$ cat src/design/mls_pkg.sv
// Shared types, constants and command codes of the moving least squares smoother.
package mls_pkg;

  localparam int MAX_POINTS = 64;
  localparam int IDX_W      = $clog2(MAX_POINTS);
  localparam int CNT_W      = IDX_W + 1;

  localparam int CFG_W      = 24;
  localparam int DIV_STEPS  = 20;
  localparam int QDIV_STEPS = 16;
  localparam int MUL_DIGITS = 4;

  localparam logic [19:0] WEIGHT_MAX = 20'hFFFFF;
  localparam logic [15:0] VALUE_LOW  = 16'd409;
  localparam logic [15:0] VALUE_HIGH = 16'd40960;
  localparam logic [0:0]  CFG_PIVOT  = 1'b0;
  localparam logic [0:0]  CFG_EPS    = 1'b1;
  localparam logic [23:0] EPS_RESET  = 24'd147456;

  typedef struct packed {
    logic signed [15:0] x_value;
    logic [15:0]        y_value;
    logic               last_point;
  } in_word_t;

  typedef struct packed {
    logic [IDX_W-1:0] point_index;
    logic [15:0]      smoothed_value;
    logic             singular_fit;
    logic             last_result;
  } out_word_t;

  typedef enum logic [3:0] {
    OP_NONE, OP_LATCH, OP_WINIT, OP_DIV, OP_MAC1, OP_MAC2,
    OP_MULI, OP_MULS, OP_ND, OP_CHK, OP_CHK2, OP_QDIV
  } op_t;

  typedef enum logic [3:0] {
    S_IDLE, S_PT, S_PT2, S_JRD, S_WINIT, S_DIV, S_MAC1, S_MAC2,
    S_MULI, S_MULS, S_ND, S_CHK, S_CHK2, S_QDIV, S_OUT
  } state_t;

  typedef struct packed {
    op_t              op;
    logic             wr;
    logic [IDX_W-1:0] waddr;
    logic [IDX_W-1:0] raddr;
    logic [1:0]       dig;
    logic [1:0]       sel;
    logic             pass;
  } cmd_t;

endpackage

$ cat src/design/mls_ctrl.sv
// Sequencer: sample loading, per-point fit walk and result strobes.
module mls_ctrl (
  input  logic                    clk,
  input  logic                    rst_n,
  input  logic                    start,
  input  logic                    last_point,
  input  logic [mls_pkg::IDX_W-1:0] pivot,
  output logic                    busy,
  output logic                    out_strobe,
  output logic [mls_pkg::IDX_W-1:0] out_index,
  output logic                    out_last,
  output mls_pkg::cmd_t           cmd
);
  import mls_pkg::*;

  state_t           state_r, state_nxt;
  logic [CNT_W-1:0] cnt_r, cnt_nxt, n_r, n_nxt;
  logic [IDX_W-1:0] p_r, p_nxt, i_r, i_nxt, j_r, j_nxt, hi_r, hi_nxt;
  logic [4:0]       k_r, k_nxt;
  logic [1:0]       sel_r, sel_nxt;
  logic [IDX_W-1:0] nm1;

  assign nm1 = IDX_W'(n_r - 1'b1);

  always_ff @(posedge clk) begin
    if (!rst_n) begin
      state_r <= S_IDLE;
      cnt_r   <= '0;
    end else begin
      state_r <= state_nxt;
      cnt_r   <= cnt_nxt;
    end
    n_r <= n_nxt; p_r <= p_nxt; i_r <= i_nxt; j_r <= j_nxt;
    hi_r <= hi_nxt; k_r <= k_nxt; sel_r <= sel_nxt;
  end

  always_comb begin
    state_nxt = state_r;
    cnt_nxt = cnt_r; n_nxt = n_r; p_nxt = p_r; i_nxt = i_r;
    j_nxt = j_r; hi_nxt = hi_r; k_nxt = k_r; sel_nxt = sel_r;
    busy       = state_r != S_IDLE;
    out_strobe = 1'b0;
    out_index  = i_r;
    out_last   = i_r == nm1;
    cmd.op    = OP_NONE;
    cmd.wr    = 1'b0;
    cmd.waddr = cnt_r[IDX_W-1:0];
    cmd.raddr = i_r;
    cmd.dig   = k_r[1:0];
    cmd.sel   = sel_r;
    cmd.pass  = i_r == p_r;
    case (state_r)
      S_IDLE: begin
        if (start) begin
          cmd.wr  = 1'b1;
          cnt_nxt = cnt_r + 1'b1;
          if (last_point || cnt_r == CNT_W'(MAX_POINTS - 1)) begin
            n_nxt = cnt_r + 1'b1;
            p_nxt = (pivot > cnt_r[IDX_W-1:0]) ? cnt_r[IDX_W-1:0] : pivot;
            i_nxt = '0;
            state_nxt = S_PT;
          end
        end
      end
      S_PT: state_nxt = S_PT2;
      S_PT2: begin
        cmd.op = OP_LATCH;
        if (i_r == p_r) state_nxt = S_OUT;
        else begin
          j_nxt  = (i_r > p_r) ? p_r : '0;
          hi_nxt = (i_r > p_r) ? nm1 : p_r;
          state_nxt = S_JRD;
        end
      end
      S_JRD: begin
        cmd.raddr = j_r;
        state_nxt = S_WINIT;
      end
      S_WINIT: begin
        cmd.op = OP_WINIT;
        k_nxt = '0;
        state_nxt = S_DIV;
      end
      S_DIV: begin
        cmd.op = OP_DIV;
        k_nxt = k_r + 1'b1;
        if (k_r == 5'(DIV_STEPS - 1)) state_nxt = S_MAC1;
      end
      S_MAC1: begin
        cmd.op = OP_MAC1;
        state_nxt = S_MAC2;
      end
      S_MAC2: begin
        cmd.op = OP_MAC2;
        if (j_r == hi_r) begin
          sel_nxt = '0;
          state_nxt = S_MULI;
        end else begin
          j_nxt = j_r + 1'b1;
          state_nxt = S_JRD;
        end
      end
      S_MULI: begin
        cmd.op = OP_MULI;
        k_nxt = '0;
        state_nxt = S_MULS;
      end
      S_MULS: begin
        cmd.op = OP_MULS;
        k_nxt = k_r + 1'b1;
        if (k_r == 5'(MUL_DIGITS - 1)) begin
          sel_nxt = sel_r + 1'b1;
          state_nxt = (sel_r == 2'd3) ? S_ND : S_MULI;
        end
      end
      S_ND: begin
        cmd.op = OP_ND;
        state_nxt = S_CHK;
      end
      S_CHK: begin
        cmd.op = OP_CHK;
        state_nxt = S_CHK2;
      end
      S_CHK2: begin
        cmd.op = OP_CHK2;
        k_nxt = '0;
        state_nxt = S_QDIV;
      end
      S_QDIV: begin
        cmd.op = OP_QDIV;
        k_nxt = k_r + 1'b1;
        if (k_r == 5'(QDIV_STEPS - 1)) state_nxt = S_OUT;
      end
      S_OUT: begin
        out_strobe = 1'b1;
        if (i_r == nm1) begin
          cnt_nxt = '0;
          state_nxt = S_IDLE;
        end else begin
          i_nxt = i_r + 1'b1;
          state_nxt = S_PT;
        end
      end
      default: state_nxt = S_IDLE;
    endcase
  end

endmodule

$ cat config.mk
export PLATFORM = sky130hd
export DESIGN_NAME = mls_ctrl
export DESIGN_NICKNAME = d
export VERILOG_FILES = /design/src/design/mls_pkg.sv /design/src/design/mls_ctrl.sv
export SDC_FILE = /design/constraint.sdc
export NUM_CORES = 1
export LEC_CHECK = 0
export BUFFER_PORTS_ARGS = -buffer_cell sky130_fd_sc_hd__buf_2
export CORE_ASPECT_RATIO = 0.9
export CORE_UTILIZATION = 57
export DETAILED_ROUTE_END_ITERATION = 16
export GPL_TIMING_DRIVEN = 0
export PLACE_DENSITY_LB_ADDON = 0.05
export SYNTH_ARGS = -nofsm -noshare
export SYNTH_HDL_FRONTEND = slang
export SYNTH_SLANG_ARGS = --single-unit
$ cat constraint.sdc
create_clock -name clk -period 4.8 [get_ports clk]
set_input_delay 0.24 -clock clk [delete_from_list [all_inputs] [get_ports clk]]
set_output_delay 0.24 -clock clk [all_outputs]
set_load 0.01 [all_outputs]
==> impl_metrics.yaml <==
worst_hold_path:
  worst_hold_path.num_cells: 2
  hp-class: "in -> reg"
  min_to: "state_r[1]"
  worstHoldStart: "rst_n"
timing:
  tns_ns: 0
  post-route-min-period_ns: 2.56
  whs_ns: 0.213
  setup_viol: 0
  fin_crit_sh_pct: 53.4
  relSlewSlack_pct: 40.0
  tightest_slew_ns: 0.893
  report.final.slew_viol_count: 0
  fmax_mhz: 390
  skew_ns: 0.00905
  rsz0062_at_grt: "no"
  finalHoldViolCount: 0
global_routing:
  gr-usage-met2_pct: 39.7
  grt_pass1_vias: 2162
  grt_pass1_wl_um: 10400
  overflow: 0
  met1_usage_pct: 31.2
  antenna_found_initial: 0
  grt_usage_pct: 23.9
  busiest_layer: "met2"
  grt_use_met3_pct: 5.25
  grt_start_max_net_pins: 15
place:
  numPortBuffers: 40
  dp_hpwl_um: 4840
  gp_congestion: 0.849
clocking:
  numCtsBuffers: 5
  cts-root-buf: "clkbuf_8"
  clock_path_buffers: 2
  insertion_delay_ns: 0.30
  cts_hold_buf: 0
  cts_tree: "yes"
  postCtsSetupRepairBufs: 0
  cts_sinks: 48
  cts.clk_slew.worst_paths_ns: 0.09
  htreeDepth: 2
  cts-resized-gates: 0
yosys:
  syn_avg_cell_area_um2: 10.2
  yosysSeqAreaShare_pct: 42.2
  yosysTopAreaCellShare_pct: 35.2
  synthFlopType: "edfxtp_1"
  synth_nets: 337
  synth_area_leaders: "edfxtp_1 (35%), ha_1 (7.5%), dfxtp_1 (7.0%), xnor2_1 (5.3%), mux2_2 (3.9%)"
  synth_cell_types: 53
  synth-edff-count: 37
  ys_ff_latch: 48
  yosysTopAreaCell: "edfxtp_1"
  ys_top_cells_by_count: "edfxtp_1 (37), nor2_1 (29), nand2_1 (26), inv_1 (21)"
  synthCells: 308
  synth_most_common_cell: "edfxtp_1"
  synthArstFlopShare_pct: 0
  yosys_warnings: 0
  syn_area_um2: 3160
power:
  power_density_nw_per_um2: 253
  p_leak_nw: 1.49
  ir_drop_uv: 126
worst_setup_path:
  r2r_end: "j_r[0]"
  cp_max_fo: 7
  arrival_ns: 2.50
  worstSetupPathType: "reg -> reg"
  rr_startpoint: "out_index[3]"
  r2r_slack_ns: 2.24
  critPathLaunchType: "flop"
  cp-end-kind: "flop"
  reg2reg_depth: 5
  critical_path_required_ns: 4.74
detailed_routing:
  firstDrtPassIters: 4
  routed-via-count: 2326
  wire_per_inst_um: 14.8
  drc: 0
  ant_nets: 0
  vias_per_cell: 5.50
  wl_um: 6270
  drtIter0Drc: 85
final_layout:
  final_nets: 384
  final_layout_size_suffix_gt1_share_pct: 23.3
  n_fill_cell: 456
  antenna_cells: 0
  area_growth_pct: 12.3
status:
  outcome: "finished, final reports clean"
flow_run:
  drv_cap: 0
floorplan:
  die-area_um2: 5840
  chipWidth_um: 80.4
  fp.dieH_um: 72.6
  rows: 25
  start_util_pct: 59.7
  io_pins: 41
  core_area_um2: 5290
[worst max-delay path by stage]
stage | from | end | slack [ns] | depth (start not counted)
floorplan | out_index[2] | j_r[0] | 2.56 | 5
global placement | out_index[3] | j_r[1] | 2.23 | 5
detailed placement | out_index[3] | j_r[2] | 2.19 | 5
CTS | out_index[3] | j_r[0] | 2.19 | 5
global route | out_index[2] | j_r[0] | 2.01 | 5
finish | out_index[3] | j_r[0] | 2.24 | 5
[metrics by stage]
step	utilization, %	std cells	cell area [um2]	power (W)	setup WS (ns)
2_1_floorplan	-	308	3160	0.000597	2.56
3_3_place_gp	65.1	415	3440	0.000635	2.23
3_5_place_dp	65.1	415	3440	0.000638	2.19
4_1_cts	67.0	423	3540	0.000901	2.19
5_1_grt	67.0	423	3540	0.000937	2.01
6_report	67.0	423	3540	0.000895	2.24
[where the power goes]
part / internal, W / leakage [nW] / total (W) / switching, W
Sequential: 0.000466 / 0.430 / 0.000483 / 0.0000170
Combinational: 0.0000678 / 1.01 / 0.000146 / 0.0000783
Clock: 0.000134 / 0.0534 / 0.000266 / 0.000132
Total: 0.000668 / 1.49 / 0.000895 / 0.000228
[final cells by class]
type | instances | area [um2] | share of cell area (%)
Clock inverter | 1 | 5.00 | 0.141
Buffer | 18 | 105 | 2.97
Clock buffer | 7 | 97.6 | 2.76
Multi-Input combinational cell | 219 | 1630 | 46.1
Tap cell | 67 | 83.8 | 2.37
Timing Repair Buffer | 40 | 200 | 5.65
Sequential cell | 48 | 1330 | 37.6
Inverter | 23 | 86.3 | 2.44
[cells by family after synthesis]
group | Yosys count | share of synthesized area, %
simple gates | 97 | 15.5
compound gates | 52 | 12.3
flops | 48 | 42.2
buf+inv | 41 | 6.07
xor+xnor | 32 | 9.83
mux | 19 | 6.54
fa+ha+maj | 19 | 7.53
[routing by layer]
layer	vias to the layer above	share of wire, %
li1	1182	-
met1	1083	47
met2	53	47
met3	8	4.1
met4	0	1.1
met5	-	0
[critical path: stages, from the launching register on]
cell      delay (ns)
edfxtp_1        0.54
ha_1            0.37
nand4_1         0.11
nor2_1          0.12
nor3_1          0.70
o21bai_1        0.38
[cells in the final DEF (no fill, tap or decap), types with 19 or more instances in the layout]
| cell | Yosys | final |
|---|---|---|
| edfxtp_1 | 37 | 37 |
| xnor2_1 | 19 | 19 |
| nand2_1 | 26 | 26 |
| ha_1 | 19 | 19 |
| buf_2 | 3 | 43 |
| nor2_1 | 29 | 29 |
| inv_1 | 21 | 21 |
[state kept, by name, indices dropped and copies added (netlist names)]
signal,count
j_r,6
cnt_r,7
k_r,5
out_index,6
hi_r,6
state_r,4
sel_r,2
p_r,6
n_r,6
No activity file was read; power rests on OpenSTA's default activity.
